### config.mk
export PLATFORM = sky130hd
export DESIGN_NAME = route_table_longest_prefix_flat
export DESIGN_NICKNAME = d
export VERILOG_FILES = /design/src/rtl/core/rtlp_pkg.sv /design/src/rtl/core/rtlp_if.sv /design/src/rtl/core/rtlp_ram.sv /design/src/rtl/core/route_table_longest_prefix.sv /design/src/flat_wrapper.sv
export SDC_FILE = /design/constraint.sdc
export NUM_CORES = 2
export LEC_CHECK = 0
export BUFFER_PORTS_ARGS = -buffer_cell sky130_fd_sc_hd__clkbuf_2
export CORE_ASPECT_RATIO = 0.9
export CORE_UTILIZATION = 47
export CTS_CLUSTER_SIZE = 24
export DETAILED_ROUTE_END_ITERATION = 12
export PLACE_DENSITY = 0.73
export SKIP_LAST_GASP = 1
export SLEW_MARGIN = 20
export SYNTH_ARGS = -nofsm -noshare
export SYNTH_HDL_FRONTEND = slang
export SYNTH_HIERARCHICAL = 1
export SYNTH_SLANG_ARGS = --single-unit
export TNS_END_PERCENT = 30
### constraint.sdc
create_clock -name clk_i -period 14.08 [get_ports clk_i]
set_clock_uncertainty 0.15 [all_clocks]
set_input_delay 1.408 -clock clk_i [delete_from_list [all_inputs] [get_ports clk_i]]
set_output_delay 1.408 -clock clk_i [all_outputs]
set_load 0.05 [all_outputs]
### src/rtl/core/rtlp_pkg.sv
// ----------------------------------------------------------------------------
// rtlp_pkg: shared types and helpers for the route table
// Holds the table size, the command and status codes, the transfer payloads
// and the stored entry layout.
// ----------------------------------------------------------------------------
package rtlp_pkg;

  // Table geometry.
  localparam int unsigned TABLE_ENTRIES = 16;
  localparam int unsigned IDX_W = (TABLE_ENTRIES > 1) ? $clog2(TABLE_ENTRIES) : 1;
  localparam int unsigned LEN_W = 6;

  // Command codes.
  typedef enum logic [1:0] {
    CMD_ADD    = 2'd0,
    CMD_REMOVE = 2'd1,
    CMD_LOOKUP = 2'd2
  } cmd_e;

  // Result status codes.
  typedef enum logic [1:0] {
    ST_OK   = 2'd0,
    ST_FULL = 2'd1,
    ST_MISS = 2'd2
  } status_e;

  // Request payload.
  typedef struct packed {
    logic [1:0]  cmd;
    logic [31:0] address;
    logic [31:0] mask;
    logic [31:0] gateway;
    logic [3:0]  device_id;
    logic        mark_gateway;
  } req_t;

  // Response payload.
  typedef struct packed {
    logic [1:0]  status;
    logic [3:0]  entry_index;
    logic [3:0]  out_device;
    logic [31:0] hop_addr;
  } rsp_t;

  // One stored route; len is the number of one bits in the mask.
  typedef struct packed {
    logic [31:0]      network;
    logic [31:0]      mask;
    logic [31:0]      gateway;
    logic [3:0]       device;
    logic             via;
    logic [LEN_W-1:0] len;
  } entry_t;

  localparam int unsigned ENTRY_W = $bits(entry_t);

  // Count the one bits of a 32-bit word with a five-level adder tree.
  function automatic logic [LEN_W-1:0] popcount32(input logic [31:0] v);
    logic [1:0] s1 [16];
    logic [2:0] s2 [8];
    logic [3:0] s3 [4];
    logic [4:0] s4 [2];
    for (int i = 0; i < 16; i++) begin
      s1[i] = {1'b0, v[2*i]} + {1'b0, v[2*i+1]};
    end
    for (int i = 0; i < 8; i++) begin
      s2[i] = {1'b0, s1[2*i]} + {1'b0, s1[2*i+1]};
    end
    for (int i = 0; i < 4; i++) begin
      s3[i] = {1'b0, s2[2*i]} + {1'b0, s2[2*i+1]};
    end
    for (int i = 0; i < 2; i++) begin
      s4[i] = {1'b0, s3[2*i]} + {1'b0, s3[2*i+1]};
    end
    return {1'b0, s4[0]} + {1'b0, s4[1]};
  endfunction

  // Low four bits of a table index, zero-extended when the index is narrower.
  function automatic logic [3:0] idx_field(input logic [IDX_W-1:0] idx);
    logic [IDX_W+3:0] w;
    w = {4'b0000, idx};
    return w[3:0];
  endfunction

endpackage

### src/rtl/core/rtlp_if.sv
// ----------------------------------------------------------------------------
// rtlp_if: valid/ready channels of the route table
// A request channel carrying commands and a response channel carrying results.
// ----------------------------------------------------------------------------

// Command channel.
interface rtlp_req_if;
  import rtlp_pkg::*;

  logic valid;
  logic ready;
  req_t data;

  modport source (output valid, output data, input ready);
  modport sink (input valid, input data, output ready);
endinterface

// Result channel.
interface rtlp_rsp_if;
  import rtlp_pkg::*;

  logic valid;
  logic ready;
  rsp_t data;

  modport source (output valid, output data, input ready);
  modport sink (input valid, input data, output ready);
endinterface

### src/rtl/core/rtlp_ram.sv
// ----------------------------------------------------------------------------
// rtlp_ram: generic single-port-write, single-port-read RAM
// One write and one registered read per cycle; contents undefined until written.
// ----------------------------------------------------------------------------
module rtlp_ram #(
  parameter int unsigned WIDTH = 8,
  parameter int unsigned DEPTH = 16,
  localparam int unsigned AW = (DEPTH > 1) ? $clog2(DEPTH) : 1
) (
  input  logic             clk_i,
  input  logic             we_i,
  input  logic [AW-1:0]    waddr_i,
  input  logic [WIDTH-1:0] wdata_i,
  input  logic [AW-1:0]    raddr_i,
  output logic [WIDTH-1:0] rdata_o
);

  logic [WIDTH-1:0] mem_q [DEPTH];

  // Write port and registered read port.
  always_ff @(posedge clk_i) begin
    if (we_i) begin
      mem_q[waddr_i] <= wdata_i;
    end
    rdata_o <= mem_q[raddr_i];
  end

endmodule

### src/rtl/core/route_table_longest_prefix.sv
// Flow: the unused command code goes straight to the done state; add and remove scan to their first hit.
// Lookup scans every entry. One command at a time: a new one is accepted once its result
// has been handed to the output register; the scan reads one entry per cycle.
// Reset: every entry is marked down and unwritten at once; unwritten entries read
// as all zero, so no clearing pass is needed and a request is accepted right away.
// ----------------------------------------------------------------------------
// route_table_longest_prefix: IPv4 route table with longest-prefix lookup
// Add takes the first free entry, remove clears the first entry with equal
// network and mask, lookup returns the up entry with the longest matching mask.
// ----------------------------------------------------------------------------
module route_table_longest_prefix (
  input logic         clk_i,
  input logic         rst_ni,
  rtlp_req_if.sink    req_i,
  rtlp_rsp_if.source  rsp_o
);
  import rtlp_pkg::*;

  typedef enum logic [1:0] {
    S_IDLE,
    S_SCAN,
    S_DONE
  } state_e;

  localparam logic [IDX_W-1:0] LAST_IDX = IDX_W'(TABLE_ENTRIES - 1);

  state_e              state_q;
  req_t                req_q;
  logic [IDX_W-1:0]    rd_idx_q;
  logic [IDX_W-1:0]    ev_idx_q;
  logic                issue_q;
  logic                rd_valid_q;
  logic                up_q      [TABLE_ENTRIES];
  logic                written_q [TABLE_ENTRIES];
  logic                best_valid_q;
  logic [IDX_W-1:0]    best_idx_q;
  logic [LEN_W-1:0]    best_len_q;
  logic [3:0]          best_dev_q;
  logic [31:0]         best_hop_q;
  rsp_t                res_q;
  rsp_t                out_q;
  logic                out_valid_q;

  logic                ram_we;
  entry_t              ram_wdata;
  logic [ENTRY_W-1:0]  ram_rdata;
  entry_t              ent;
  logic                last_ev;
  logic                add_hit;
  logic                rem_hit;
  logic                lk_match;
  logic                lk_better;
  logic [31:0]         ent_hop;
  logic                out_free;

  // Entry storage.
  rtlp_ram #(
    .WIDTH (ENTRY_W),
    .DEPTH (TABLE_ENTRIES)
  ) u_entry_ram (
    .clk_i   (clk_i),
    .we_i    (ram_we),
    .waddr_i (ev_idx_q),
    .wdata_i (ram_wdata),
    .raddr_i (rd_idx_q),
    .rdata_o (ram_rdata)
  );

  // Entry that an add writes.
  always_comb begin
    ram_wdata.network = req_q.address;
    ram_wdata.mask    = req_q.mask;
    ram_wdata.gateway = req_q.gateway;
    ram_wdata.device  = req_q.device_id;
    ram_wdata.via     = req_q.mark_gateway || (req_q.gateway != 32'd0);
    ram_wdata.len     = popcount32(req_q.mask);
  end

  // Evaluation of the entry whose read data is back; unwritten entries read as zero.
  assign ent       = written_q[ev_idx_q] ? entry_t'(ram_rdata) : '0;
  assign last_ev   = (ev_idx_q == LAST_IDX);
  assign add_hit   = !up_q[ev_idx_q];
  assign rem_hit   = (ent.network == req_q.address) && (ent.mask == req_q.mask);
  assign lk_match  = up_q[ev_idx_q] && ((req_q.address & ent.mask) == ent.network);
  assign lk_better = lk_match && (!best_valid_q || (ent.len > best_len_q));
  assign ent_hop   = ent.via ? ent.gateway : req_q.address;

  assign ram_we = (state_q == S_SCAN) && rd_valid_q && (req_q.cmd == CMD_ADD) && add_hit;

  // Output register is free when empty or being drained this cycle.
  assign out_free = !out_valid_q || rsp_o.ready;

  // Sequencer, table status bits and result registers.
  always_ff @(posedge clk_i or negedge rst_ni) begin
    if (!rst_ni) begin
      state_q      <= S_IDLE;
      issue_q      <= 1'b0;
      rd_valid_q   <= 1'b0;
      best_valid_q <= 1'b0;
      out_valid_q  <= 1'b0;
      for (int i = 0; i < TABLE_ENTRIES; i++) begin
        up_q[i]      <= 1'b0;
        written_q[i] <= 1'b0;
      end
    end else begin
      // The output register fills from a finished result and empties on its transfer.
      if ((state_q == S_DONE) && out_free) begin
        out_valid_q <= 1'b1;
      end else if (out_valid_q && rsp_o.ready) begin
        out_valid_q <= 1'b0;
      end
      case (state_q)
        S_IDLE: begin
          if (req_i.valid) begin
            req_q        <= req_i.data;
            rd_idx_q     <= '0;
            issue_q      <= 1'b1;
            rd_valid_q   <= 1'b0;
            best_valid_q <= 1'b0;
            if ((req_i.data.cmd == CMD_ADD) || (req_i.data.cmd == CMD_REMOVE) ||
                (req_i.data.cmd == CMD_LOOKUP)) begin
              state_q <= S_SCAN;
            end else begin
              res_q.status      <= ST_MISS;
              res_q.entry_index <= 4'd0;
              res_q.out_device  <= 4'd0;
              res_q.hop_addr    <= 32'd0;
              state_q           <= S_DONE;
            end
          end
        end
        S_SCAN: begin
          // Read address pipeline: one entry issued per cycle.
          rd_valid_q <= issue_q;
          ev_idx_q   <= rd_idx_q;
          if (issue_q) begin
            if (rd_idx_q == LAST_IDX) begin
              issue_q <= 1'b0;
            end else begin
              rd_idx_q <= rd_idx_q + 1'b1;
            end
          end
          if (rd_valid_q) begin
            case (req_q.cmd)
              CMD_ADD: begin
                if (add_hit) begin
                  up_q[ev_idx_q]      <= 1'b1;
                  written_q[ev_idx_q] <= 1'b1;
                  res_q.status        <= ST_OK;
                  res_q.entry_index   <= idx_field(ev_idx_q);
                  res_q.out_device    <= 4'd0;
                  res_q.hop_addr      <= 32'd0;
                  state_q             <= S_DONE;
                end else if (last_ev) begin
                  res_q.status      <= ST_FULL;
                  res_q.entry_index <= 4'd0;
                  res_q.out_device  <= 4'd0;
                  res_q.hop_addr    <= 32'd0;
                  state_q           <= S_DONE;
                end
              end
              CMD_REMOVE: begin
                if (rem_hit) begin
                  up_q[ev_idx_q]    <= 1'b0;
                  res_q.status      <= ST_OK;
                  res_q.entry_index <= idx_field(ev_idx_q);
                  res_q.out_device  <= 4'd0;
                  res_q.hop_addr    <= 32'd0;
                  state_q           <= S_DONE;
                end else if (last_ev) begin
                  res_q.status      <= ST_MISS;
                  res_q.entry_index <= 4'd0;
                  res_q.out_device  <= 4'd0;
                  res_q.hop_addr    <= 32'd0;
                  state_q           <= S_DONE;
                end
              end
              default: begin
                // Lookup keeps the earliest entry with the longest mask.
                if (lk_better) begin
                  best_valid_q <= 1'b1;
                  best_idx_q   <= ev_idx_q;
                  best_len_q   <= ent.len;
                  best_dev_q   <= ent.device;
                  best_hop_q   <= ent_hop;
                end
                if (last_ev) begin
                  state_q <= S_DONE;
                  if (lk_better) begin
                    res_q.status      <= ST_OK;
                    res_q.entry_index <= idx_field(ev_idx_q);
                    res_q.out_device  <= ent.device;
                    res_q.hop_addr    <= ent_hop;
                  end else if (best_valid_q) begin
                    res_q.status      <= ST_OK;
                    res_q.entry_index <= idx_field(best_idx_q);
                    res_q.out_device  <= best_dev_q;
                    res_q.hop_addr    <= best_hop_q;
                  end else begin
                    res_q.status      <= ST_MISS;
                    res_q.entry_index <= 4'd0;
                    res_q.out_device  <= 4'd0;
                    res_q.hop_addr    <= 32'd0;
                  end
                end
              end
            endcase
          end
        end
        S_DONE: begin
          // Hand the result to the output register once it has room.
          if (out_free) begin
            out_q   <= res_q;
            state_q <= S_IDLE;
          end
        end
        default: begin
          state_q <= S_IDLE;
        end
      endcase
    end
  end

  // Channel handshakes.
  assign req_i.ready = (state_q == S_IDLE);
  assign rsp_o.valid = out_valid_q;
  assign rsp_o.data  = out_q;

endmodule
### src/flat_wrapper.sv
// flat-port wrapper written by rule: the top's interface ports become plain ports
module route_table_longest_prefix_flat import rtlp_pkg::*;
  (clk_i, rst_ni, req_i_valid, req_i_data, req_i_ready, rsp_o_valid, rsp_o_data, rsp_o_ready);
  rtlp_req_if req_i_i ();
  rtlp_rsp_if rsp_o_i ();
  input logic clk_i;
  input logic rst_ni;
  input wire logic [$bits(req_i_i.valid)-1:0] req_i_valid;
  input wire logic [$bits(req_i_i.data)-1:0] req_i_data;
  output wire logic [$bits(req_i_i.ready)-1:0] req_i_ready;
  output wire logic [$bits(rsp_o_i.valid)-1:0] rsp_o_valid;
  output wire logic [$bits(rsp_o_i.data)-1:0] rsp_o_data;
  input wire logic [$bits(rsp_o_i.ready)-1:0] rsp_o_ready;
  assign req_i_i.valid = req_i_valid;
  assign req_i_i.data = req_i_data;
  assign req_i_ready = req_i_i.ready;
  assign rsp_o_valid = rsp_o_i.valid;
  assign rsp_o_data = rsp_o_i.data;
  assign rsp_o_i.ready = rsp_o_ready;
  route_table_longest_prefix u_core (.clk_i(clk_i), .rst_ni(rst_ni), .req_i(req_i_i), .rsp_o(rsp_o_i));
endmodule
==> results.sh <==
export IMPL_post_cts_resized=0
export IMPL_drt_iter0_markers=5112
export IMPL_post_route_min_period_ps=6770
export IMPL_cts_sinks=2098
export IMPL_design_die_area_um2=171000
export IMPL_cts_max_level=4
export IMPL_die_w_um=436
export IMPL_tritoncts_num_buffers=194
export IMPL_slew_headroom_pct=23.8
export IMPL_hold_path_class="reg2reg"
export IMPL_synthToLayoutAreaGrowth_pct=12.6
export IMPL_syn_nets=3956
export IMPL_rows=142
export IMPL_postCtsHoldBufs=0
export IMPL_wirelength_um=193000
export IMPL_grtUsageTotal_pct=22.7
export IMPL_routedWlPerCell_um=29.8
export IMPL_arrival_ps=7070
export IMPL_place_ws_ps=7430
export IMPL_worst_path_most_repeated_cell="buf_4"
export IMPL_cts_tree="built"
export IMPL_synth_edf_count=1953
export IMPL_crit_fanout=49
export IMPL_final_nets=4225
export IMPL_tightest_slew_ps=1140
export IMPL_post_cts_buffers=0
export IMPL_grt_pass1_wl_um=280000
export IMPL_avgSynthCellArea_um2=20.9
export IMPL_dp_hpwl_um=109000
export IMPL_viasPerCell=6.17
export IMPL_worst_r2r_setup_slack_ps=7310
export IMPL_fp_dieH_um=393
export IMPL_grt_ovfl_total=0
export IMPL_portBuffers=150
export IMPL_p_per_area_nw_per_um2=198
export IMPL_vias=40000
export IMPL_crit_path_end_kind="flop"
export IMPL_crit_type="reg2reg"
export IMPL_ir_drop_v=0.000297
export IMPL_postRouteAntennaNets=0
export IMPL_core_um2=167000
export IMPL_tns_ps=0
export IMPL_ioPinCount=151
export IMPL_netlist_instances=3811
export IMPL_max_cap_violations=0
export IMPL_rsz0062_at_grt="no"
export IMPL_final_period_utilization_pct=48.1
export IMPL_initial_core_util_pct=47.6
export IMPL_max_freq_mhz=148
export IMPL_synth_ff_type="edfxtp_1"
export IMPL_crit_chain="buf_4 > mux4_2 > mux4_2 > or3_1 > nor2_1 > nand3_1 > nor2_4 > buf_4 > buf_4"
export IMPL_worstSkewPairLatency_ps=830
export IMPL_grt_max_degree=120
export IMPL_slowest_delay_ps=920
export IMPL_place_gp_congestion=0.941
export IMPL_drtPass1Iterations=6
export IMPL_startpoint_type="flop"
export IMPL_status="completed"
export IMPL_mostFrequentLayoutCells="1953 x edfxtp_1, 434 x mux4_2, 226 x a22oi_1"
export IMPL_netlist_cell_type_count=76
export IMPL_antenna_found_initial=17
export IMPL_final_hold_viol_count=0
export IMPL_synthesis_area_um2=79700
export IMPL_drcViolationCount=0
export IMPL_drive_above_1_share_pct=25.0
export IMPL_grt_pass1_vias=40300
export IMPL_ys_seq_area_share_pct=77.5
export IMPL_finalHoldWorstSlack_ps=269
export IMPL_slowest_stage="buf_4"
export IMPL_clock_path_buffers=3
export IMPL_layout_commonest_cell="edfxtp_1"
export IMPL_crit_required_ps=14380
export IMPL_slew_viol_final=0
export IMPL_async_reset_ff_share_pct=1.81
export IMPL_fin_ws_ps=7310
export IMPL_cts_root_buf="clkbuf_16"
export IMPL_ys_ff_latch=2098
export IMPL_leakage_uw=0.0290
export IMPL_yosysWarnings=6
export IMPL_clkTransAtPathRegs_ps=60
export IMPL_setup_violations=0
==> logic make-up after synthesis <==
logic type      count (synthesis)  synth area share, %
flops                        2098                 77.5
mux                           484                 13.0
compound gates                442                 4.09
xor+xnor                       27                0.297
buf+inv                       275                 1.65
fa+ha+maj                      38                0.823
simple gates                  447                 2.65
==> final timing paths <==
path | to | start | cells after the start
max in group asynchronous | u_core/written_q[13] | rst_ni | 2
min in group asynchronous | u_core/best_valid_q | rst_ni | 2
max reg2reg | u_core/u_entry_ram/mem_q[13][40] | u_core/ev_idx_q[0] | 9
min | u_core/rsp_o.data[40] | u_core/res_q[40] | 0
min reg2reg | u_core/rsp_o.data[40] | u_core/res_q[40] | 0
max | u_core/u_entry_ram/mem_q[13][40] | u_core/ev_idx_q[0] | 9
==> cell type report <==
| cell class | instances | area, um2 |
|---|---|---|
| diodes | 5 | 12.5 |
| clock buffers | 275 | 5410 |
| multi-input cells | 1438 | 16800 |
| flip-flops and latches | 2098 | 61700 |
| clock inverters | 88 | 852 |
| repair buffers | 261 | 1730 |
| well taps | 2232 | 2790 |
| inverters | 87 | 327 |
| fillers | 12500 | 77700 |
==> routing by layer <==
metal | part of all wire (%) | track usage (%) | routed length, um
met2 | 48 | 36.2 | 93000
met4 | 3.7 | 8.77 | 7190
met3 | 9.1 | 4.03 | 17700
met5 | 0.019 | 0 | 37
met1 | 39 | 31.2 | 75500
==> report_power, final <==
| part | switching (uW) | internal (uW) |
|---|---|---|
| clock network | 2260 | 2880 |
| logic | 2710 | 1630 |
| registers | 447 | 7820 |
| total | 5410 | 12300 |
==> Yosys cell counts (all sizes together) (11+ instances only) <==
cell type | number | area share [%]
edfxtp | 1953 | 74
mux4 | 435 | 12
a22oi | 226 | 2.1
nand2 | 196 | 0.92
buf | 113 | 0.88
nor2 | 110 | 0.53
dfxtp | 107 | 2.7
inv | 87 | 0.41
clkbuf | 75 | 0.35
a21oi | 48 | 0.30
mux2 | 46 | 0.65
o21ai | 39 | 0.25
dfrtp | 38 | 1.2
nand2b | 34 | 0.27
fa | 24 | 0.60
xnor2 | 22 | 0.24
nor2b | 17 | 0.14
o22ai | 17 | 0.13
nor4 | 16 | 0.16
and2 | 15 | 0.12
ha | 14 | 0.22
a2111oi | 13 | 0.20
a21o | 11 | 0.10
nand4 | 11 | 0.11
nor3 | 11 | 0.075
==> sequential cells by signal (all words and copies together) (netlist names), named ones only <==
signal	count
u_core/best_dev_q	4
u_core/best_hop_q	32
u_core/best_idx_q	4
u_core/best_len_q	6
u_core/best_valid_q	1
u_core/ev_idx_q	4
u_core/issue_q	1
u_core/ram_wdata	100
u_core/rd_idx_q	4
u_core/rd_valid_q	1
u_core/req_q	3
u_core/res_q	42
u_core/rsp_o.data	42
u_core/rsp_o.valid	1
u_core/state_q	2
u_core/u_entry_ram/mem_q	1712
u_core/u_entry_ram/rdata_o	107
u_core/written_q	16
==> stage by stage <==
stage               instance area [um2]  power, uW  cells  util (%)
global route                      89600      18400   6480      53.6
CTS                               89600      17800   6477      53.5
floorplan                         79700      11100   3811         -
detailed placement                83300      12600   6114      49.8
global placement                  83300      12500   6113      49.8
finish                            89700      17700   6484      53.6
==> critical path: cells and delay by family (launching register included) <==
family | cells | cell delay (ps)
buffers and inverters | 3 | 2030
DFF | 1 | 340
muxes | 2 | 1080
and+or+nand+nor | 4 | 2700
Note: power is estimated with default switching activity, not from simulation.
